--- src/design/p1305_pkg.sv ---
// Shared types and constants for the Poly1305 authenticator.
`timescale 1ns / 1ps
package p1305_pkg;

    localparam int LIMB_W  = 26;
    localparam int NLIMB   = 5;
    localparam int HLIMB_W = 28;
    localparam int COEF_W  = 29;
    localparam int DLIMB_W = 64;
    localparam int VW      = 132;
    localparam int MAC_STEPS = NLIMB * NLIMB;

    localparam logic [127:0] R_CLAMP = 128'h0ffffffc0ffffffc0ffffffc0fffffff;

    localparam logic [2:0] CFG_R_LOW  = 3'd0;
    localparam logic [2:0] CFG_R_HIGH = 3'd1;
    localparam logic [2:0] CFG_S_LOW  = 3'd2;
    localparam logic [2:0] CFG_S_HIGH = 3'd3;

    typedef struct packed {
        logic       accept;
        logic       load;
        logic       mul_issue;
        logic       mul_acc;
        logic [2:0] mac_i;
        logic [2:0] mac_k;
        logic       carry;
        logic [1:0] carry_idx;
        logic       wrap1;
        logic       wrap2;
        logic       fin1;
        logic       fin2;
        logic       fin3;
        logic       fin4;
    } t_cmd;

    typedef struct packed {
        logic out_free;
    } t_stat;

endpackage

--- src/design/p1305_ctrl.sv ---
// Controller: sequences load, multiply-accumulate, carry and finish steps.
`timescale 1ns / 1ps
module p1305_ctrl
    import p1305_pkg::*;
(
    input  logic  i_clk,
    input  logic  i_rst_n,
    input  logic  i_valid,
    input  logic  i_last,
    input  logic  i_nonempty,
    output logic  o_ready,
    input  t_stat i_stat,
    output t_cmd  o_cmd
);

    typedef enum logic [9:0] {
        S_IDLE  = 10'b00_0000_0001,
        S_LOAD  = 10'b00_0000_0010,
        S_MUL   = 10'b00_0000_0100,
        S_CARRY = 10'b00_0000_1000,
        S_WRAP1 = 10'b00_0001_0000,
        S_WRAP2 = 10'b00_0010_0000,
        S_FIN1  = 10'b00_0100_0000,
        S_FIN2  = 10'b00_1000_0000,
        S_FIN3  = 10'b01_0000_0000,
        S_FIN4  = 10'b10_0000_0000
    } t_state;

    t_state     r_state, n_state;
    logic [4:0] r_cnt, n_cnt;
    logic [2:0] r_i, n_i, r_k, n_k;
    logic       r_last, n_last;

    assign o_ready = (r_state == S_IDLE);

    always_comb begin
        n_state = r_state;
        n_cnt   = r_cnt;
        n_i     = r_i;
        n_k     = r_k;
        n_last  = r_last;
        o_cmd   = '0;
        o_cmd.mac_i     = r_i;
        o_cmd.mac_k     = r_k;
        o_cmd.carry_idx = r_cnt[1:0];
        unique case (r_state)
            S_IDLE: begin
                if (i_valid) begin
                    o_cmd.accept = 1'b1;
                    n_last = i_last;
                    if (i_nonempty) begin
                        n_state = S_LOAD;
                    end else if (i_last) begin
                        n_state = S_FIN1;
                    end
                end
            end
            S_LOAD: begin
                o_cmd.load = 1'b1;
                n_cnt   = '0;
                n_i     = '0;
                n_k     = '0;
                n_state = S_MUL;
            end
            S_MUL: begin
                o_cmd.mul_issue = (r_cnt < 5'(MAC_STEPS));
                o_cmd.mul_acc   = (r_cnt != 5'd0);
                if (r_k == 3'(NLIMB - 1)) begin
                    n_k = '0;
                    n_i = r_i + 3'd1;
                end else begin
                    n_k = r_k + 3'd1;
                end
                if (r_cnt == 5'(MAC_STEPS)) begin
                    n_cnt   = '0;
                    n_state = S_CARRY;
                end else begin
                    n_cnt = r_cnt + 5'd1;
                end
            end
            S_CARRY: begin
                o_cmd.carry = 1'b1;
                if (r_cnt == 5'd3) begin
                    n_cnt   = '0;
                    n_state = S_WRAP1;
                end else begin
                    n_cnt = r_cnt + 5'd1;
                end
            end
            S_WRAP1: begin
                o_cmd.wrap1 = 1'b1;
                n_state = S_WRAP2;
            end
            S_WRAP2: begin
                o_cmd.wrap2 = 1'b1;
                n_state = r_last ? S_FIN1 : S_IDLE;
            end
            S_FIN1: begin
                o_cmd.fin1 = 1'b1;
                n_state = S_FIN2;
            end
            S_FIN2: begin
                o_cmd.fin2 = 1'b1;
                n_state = S_FIN3;
            end
            S_FIN3: begin
                o_cmd.fin3 = 1'b1;
                n_state = S_FIN4;
            end
            S_FIN4: begin
                // Holds here while the previous tag still waits at the output.
                o_cmd.fin4 = 1'b1;
                if (i_stat.out_free) begin
                    n_state = S_IDLE;
                end
            end
            default: begin
                n_state = S_IDLE;
            end
        endcase
    end

    always_ff @(posedge i_clk) begin
        if (!i_rst_n) begin
            r_state <= S_IDLE;
            r_cnt   <= '0;
            r_i     <= '0;
            r_k     <= '0;
            r_last  <= 1'b0;
        end else begin
            r_state <= n_state;
            r_cnt   <= n_cnt;
            r_i     <= n_i;
            r_k     <= n_k;
            r_last  <= n_last;
        end
    end

    a_mul_done: assert property (@(posedge i_clk) disable iff (!i_rst_n)
        (r_state == S_MUL && r_cnt == 5'(MAC_STEPS)) |=> (r_state == S_CARRY))
        else $error("multiply phase did not hand over to carry");

    a_load_after_data: assert property (@(posedge i_clk) disable iff (!i_rst_n)
        (o_ready && i_valid && i_nonempty) |=> (r_state == S_LOAD))
        else $error("request with data did not start a load");

    a_empty_skip: assert property (@(posedge i_clk) disable iff (!i_rst_n)
        (o_ready && i_valid && !i_nonempty && !i_last) |=> (r_state == S_IDLE))
        else $error("empty non-final request left idle");

    a_mac_index: assert property (@(posedge i_clk) disable iff (!i_rst_n)
        o_cmd.mul_issue |-> (r_i < 3'(NLIMB) && r_k < 3'(NLIMB)))
        else $error("multiply limb index out of range");

endmodule

--- config.mk ---
export PLATFORM = sky130hd
export DESIGN_NAME = p1305_ctrl
export DESIGN_NICKNAME = d
export VERILOG_FILES = /design/src/design/p1305_pkg.sv /design/src/design/p1305_ctrl.sv
export SDC_FILE = /design/constraint.sdc
export NUM_CORES = 1
export LEC_CHECK = 0
export BUFFER_PORTS_ARGS = -buffer_cell sky130_fd_sc_hd__clkbuf_2
export CORE_ASPECT_RATIO = 0.75
export CORE_MARGIN = 5
export CORE_UTILIZATION = 40
export DETAILED_ROUTE_END_ITERATION = 8
export HOLD_SLACK_MARGIN = 0.1
export PLACE_DENSITY = 0.71
export SLEW_MARGIN = 20
export SYNTH_ARGS = -nofsm -noshare
export SYNTH_HDL_FRONTEND = slang
export SYNTH_SLANG_ARGS = --single-unit
export TNS_END_PERCENT = 50
--- constraint.sdc ---
create_clock -name i_clk -period 6 [get_ports i_clk]
set_input_delay 0.9 -clock i_clk [delete_from_list [all_inputs] [get_ports i_clk]]
set_output_delay 0.9 -clock i_clk [all_outputs]
set_load 0.01 [all_outputs]
==> impl_metrics.ini, run 1 <==
[synth]
synthesis.area_um2 = 1390
netlist_instances = 169
synth_edf_count = 0
yosysTopAreaCell = dfxtp_1
synth_common_cells = dfxtp_1, nor2_1, inv_1
synth_most_common_cell = dfxtp_1
synth_top_area_share_pct = 31.8
async_reset_ff_share_pct = 0
postSynthAreaPerCell_um2 = 8.20
ys.flop_type = dfxtp_1
synth_nets = 181
ys_top_cells_by_area = dfxtp_1, ha_1, nor2_1, inv_1, nand2_1
synth_warnings = 0
synth_seq_cells = 22
ys_types = 48
ys_seq_area_share_pct = 31.8

[critical_path]
worstSetupPathType = register to primary output
cp_max_fo = 9
crit_path_start = r_state[4]
end_kind = primary output
slowest_stage = or4_4
worst-r2r-setup-slack_ns = 3.85
cp-start-kind = register
path_cells = or4_4 -> nor4b_4 -> nand2_1 -> a31oi_1 -> clkbuf_2
rr_worst_depth = 5
cp.required_ns = 5.10
worstReg2RegStart = r_state[4]
max_stage_delay_ns = 0.61
cp.arrival_ns = 2.04
timing.rr.end = r_state[8]

[clock_network]
cts_made_buffers = 3
post_cts_buffers = 0
path_clk_slew_ns = 0.08
h-tree-depth = 1
hold_buffers = 0
ctsRootBufferMaster = clkbuf_8
clockBufferDepth = 2
cts.sinks = 22
cts_tree = done
postCtsResizedCells = 0
worst_skew_pair.late_latency_ns = 0.26

[min_path]
hold_path.class = register to register
hold_depth = 2
hold_end = r_i[1]
hp-start = r_i[1]

[routing]
antenna_left = 0
viasPerCell = 5.25
drt_pre_antenna_iters = 4
num_vias = 1208
wire_per_inst_um = 12.8
drc = 0
drt_iter0_drc = 75
drt-total-wl_um = 2940

[sta]
setup_viol = 0
timing.fmax_ghz = 0.340
hold_viol_final = 0
skew_ns = 0.00128
slew_viol_final = 0
slew_headroom_pct = 64.3
layout_min_cycle_time_ns = 2.94
rsz0062_at_grt = no
worst_pin_slew_ns = 0.534
timing.final.crit_share_pct = 49.0
fin_setup_tns_ns = 0
timing.hold.ws_ns = 0.481

[floorplanning]
core_um2 = 3310
io_pins = 26
die_area_um2 = 4760
die_y_um = 61.0
fp.dieW_um = 78.0
placementRows = 18
initial_core_util_pct = 41.9

[global_routing]
grt_usage_pct = 13.1
grt_pass1_wl_um = 5050
grt_pass1_vias = 1090
grt_max_degree = 13
grt_overflow_total = 0
grt_antenna_before_repair = 0

[layout]
stdcell_area_um2 = 1550
diodes = 0
syn_to_final_growth_pct = 11.6
nets = 203
drive_gt1_share_pct = 21.6

[power_and_ir_drop]
leakage_nw = 0.627
p_per_area_nw_per_um2 = 206
ir_worst_vdd_v = 0.000155

[job]
cap_violations = 0

[placement]
placed_cell_area_um2 = 1490
hpwl_um = 2280
gp_congestion = 0.794
port_buffers = 25

[run_status]
status = finished clean
## how the worst max path moves through the flow
stage | endpoint | slack (ns)
2_1_floorplan | o_cmd[0] | 3.46
4_1_cts | o_cmd[16] | 3.04
3_3_place_gp | o_cmd[16] | 3.35
6_report | o_cmd[16] | 3.06
3_5_place_dp | o_cmd[16] | 3.34
5_1_grt | o_cmd[16] | 2.91
## worst max-delay path: cells and delay by family, from the launching register on
family	cells	cell delay [ns]
and+or+nand+nor	3	1.06
DFF	1	0.38
AOI/OAI and AO/OA	1	0.17
buffers and inverters	1	0.16
## where the power goes
part / switching [mW] / internal (mW) / leakage [nW]
clock network: 0.0486 / 0.0585 / 0.0288
registers: 0.00742 / 0.149 / 0.178
logic: 0.0295 / 0.0252 / 0.421
## through the flow
step | util (%) | std cells | power (mW) | worst slack (ns)
2_1_floorplan | - | 169 | 0.205 | 3.46
3_3_place_gp | 45.0 | 226 | 0.215 | 3.35
3_5_place_dp | 45.0 | 226 | 0.214 | 3.34
4_1_cts | 46.7 | 230 | 0.323 | 3.04
5_1_grt | 46.7 | 230 | 0.334 | 2.91
6_report | 46.7 | 230 | 0.318 | 3.06
## registers in the layout (all words and copies together), names as in the netlist
signal / flops
r_state: 10
r_cnt: 5
r_i: 3
r_k: 3
r_last: 1
## cells in the final DEF (no fill, tap or decap), types with 3 or more instances in the layout
master and count:
and2_1 4, nand2b_1 3, nand2_1 13, clkbuf_2 25, ha_1 6, nand3_1 6, nor2_1 18, o21ai_0 6
o21a_1 3, clkbuf_8 4, or3_1 3, dfxtp_1 22, a21oi_1 8, a211oi_1 6, nor3_1 8, inv_1 14
## final cells by class
| type | count | area (µm²) |
|---|---|---|
| inverter | 15 | 56.3 |
| multi-input combinational | 124 | 820 |
| tap | 40 | 50.0 |
| clock buffer | 4 | 55.1 |
| fill | 338 | 1760 |
| timing repair buffer | 25 | 125 |
| sequential | 22 | 440 |
## cells by family after synthesis
family	share of synthesized area (%)
flops	31.8
compound gates	19.7
buf+inv	9.11
simple gates	31.1
mux	1.44
xor+xnor	0.632
fa+ha+maj	6.23
## per-layer routing
metal  up-vias  share of wire, %  global-route usage, %
met2        35                37                   18.2
met5         -                 0                      0
met3         2               6.4                   4.15
met1       528                56                   20.3
li1        643                 -                      -
met4         0              0.44                   1.45
(Power assumes the default switching activity.)
==> run 2, diff against run 1 <==
--- a/config.mk
+++ b/config.mk
@@ -11,7 +11,7 @@
 export CORE_UTILIZATION = 40
 export DETAILED_ROUTE_END_ITERATION = 8
 export HOLD_SLACK_MARGIN = 0.1
-export PLACE_DENSITY = 0.71
+export PLACE_DENSITY = 0.73
 export SLEW_MARGIN = 20
 export SYNTH_ARGS = -nofsm -noshare
 export SYNTH_HDL_FRONTEND = slang
==> constraint.sdc (replaced) <==
create_clock -name i_clk -period 2.66 [get_ports i_clk]
set_input_delay 0.399 -clock i_clk [delete_from_list [all_inputs] [get_ports i_clk]]
set_output_delay 0.399 -clock i_clk [all_outputs]
set_load 0.01 [all_outputs]
==> run 2 against run 1 <==
Compared with the run above:
- design area decreased by 0.89%
- cell count decreased by 0.43%
- non-clock buffer count unchanged
- highest routed layer unchanged
- register-to-register slack got worse by 3.3 ns
- wire length decreased by 1.5%
- die area unchanged
- worst hold slack got worse by 0.087 ns
- largest power group unchanged
- clock-buffer cell count decreased by 1
- clock skew about the same
- via count increased by 3.0%
- sequential power increased by 120%
==> impl_metrics.ini, run 2 (synthesis gave the netlist of run 1 again) <==
[global_routing]
grt_antenna_before_repair = 0
grt_overflow_total = 0
grt_max_degree = 12
grt_pass1_wl_um = 5170
grt_pass1_vias = 1141
grt_usage_pct = 13.3

[placement]
port_buffers = 25
hpwl_um = 2300
gp_congestion = 0.804
dp.cells = 226
placed_cell_area_um2 = 1490
dp_slack_ns = 0.510

[power_and_ir_drop]
power.internal_mw = 0.494
p_total_mw = 0.678
netSwitchingFraction_pct = 27.1
p_switching_mw = 0.184
p_comb_share_pct = 18.2
leakage_nw = 0.620
ir_worst_vdd_v = 0.000295
pwr-share-seq_pct = 52.1
p_per_area_nw_per_um2 = 442
clockPowerShare_pct = 29.8

[layout]
multi_input_area_um2 = 820
fillers = 338
stdcell_area_um2 = 1530
mostFrequentLayoutCell = clkbuf_2
final_cells = 229
seq_area_um2 = 440
diodes = 0
largest_reg_flops = 10
syn_to_final_growth_pct = 10.6
nets = 203
final_cell_mix = clkbuf_2, dfxtp_1, nor2_1
reg_top3 = r_state x10, r_cnt x5
drive_gt1_share_pct = 21.2
regMostFlops = r_state
final_core_util_pct = 46.3

[sta]
layout_min_cycle_time_ns = 2.43
timing.fmax_ghz = 0.412
timing.hold.ws_ns = 0.395
fin_ws_ns = 0.230
hold_viol_final = 0
skew_ns = 0.00129
fin_setup_tns_ns = 0
slew_viol_final = 0
timing.final.crit_share_pct = 91.3
setup_viol = 0
slew_headroom_pct = 66.2
rsz0062_at_grt = no
worst_pin_slew_ns = 0.501

[critical_path]
cp_max_fo = 9
cp-start-kind = register
cp.required_ns = 2.26
worstSetupPathType = register to primary output
cp.arrival_ns = 2.03
end_kind = primary output

[clock_network]
path_clk_slew_ns = 0.07
cts.sinks = 22
worst_skew_pair.late_latency_ns = 0.26
post_cts_buffers = 0
cts_made_buffers = 3
clockBufferDepth = 2
ctsRootBufferMaster = clkbuf_8
postCtsResizedCells = 0
cts_tree = done
hold_buffers = 0
h-tree-depth = 1

[routing]
antenna_left = 0
viasPerCell = 5.43
wire_per_inst_um = 12.7
drt-total-wl_um = 2900
drt_pre_antenna_iters = 4
drc = 0
num_vias = 1244
drt_iter0_drc = 49

[floorplanning]
io_pins = 26
placementRows = 18
initial_core_util_pct = 41.9
die_y_um = 61.0
fp.dieW_um = 78.0
die_area_um2 = 4760
core_um2 = 3310

[job]
cap_violations = 0

[run_status]
status = finished clean

[min_path]
hold_path.class = input pin to register
## run 2: cell type report
type                            count  share of cell area (%)
Timing Repair Buffer               25                    8.16
Tap cell                           40                    3.27
Sequential cell                    22                    28.7
Clock buffer                        3                    2.69
Multi-Input combinational cell    124                    53.5
Inverter                           15                    3.67
## run 2: metal layers
metal  up-vias  GRT usage [%]  routed length [µm]
met5         -              0                   0
met4         0           1.45                  14
met3         2           3.86                 143
met2        23           20.3                1190
met1       576           19.2                1560
li1        643              -                   -
## run 2: final timing paths
check	from	endpoint	slack (ns)	depth (start not counted)
worst max-delay path	r_state[4]	o_cmd[16]	0.23	5
worst min-delay path	i_last	r_last	0.39	3
worst max register to register	r_state[4]	r_k[2]	0.57	5
worst min register to register	r_i[1]	r_i[1]	0.49	2
## run 2: power by group through the flow
stage	combinational (mW)	sequential, mW	clock, mW
after detailed placement	0.123	0.361	0
after CTS	0.123	0.353	0.209
final	0.123	0.353	0.202
after global placement	0.122	0.361	0
after floorplan	0.113	0.348	0
after global routing	0.139	0.356	0.222
## run 2: worst max-delay path: stages, from the launching register on
cell,delay (ns)
dfxtp_1,0.38
or4_4,0.61
nor4b_4,0.35
nand2_1,0.13
a31oi_1,0.15
clkbuf_2,0.15
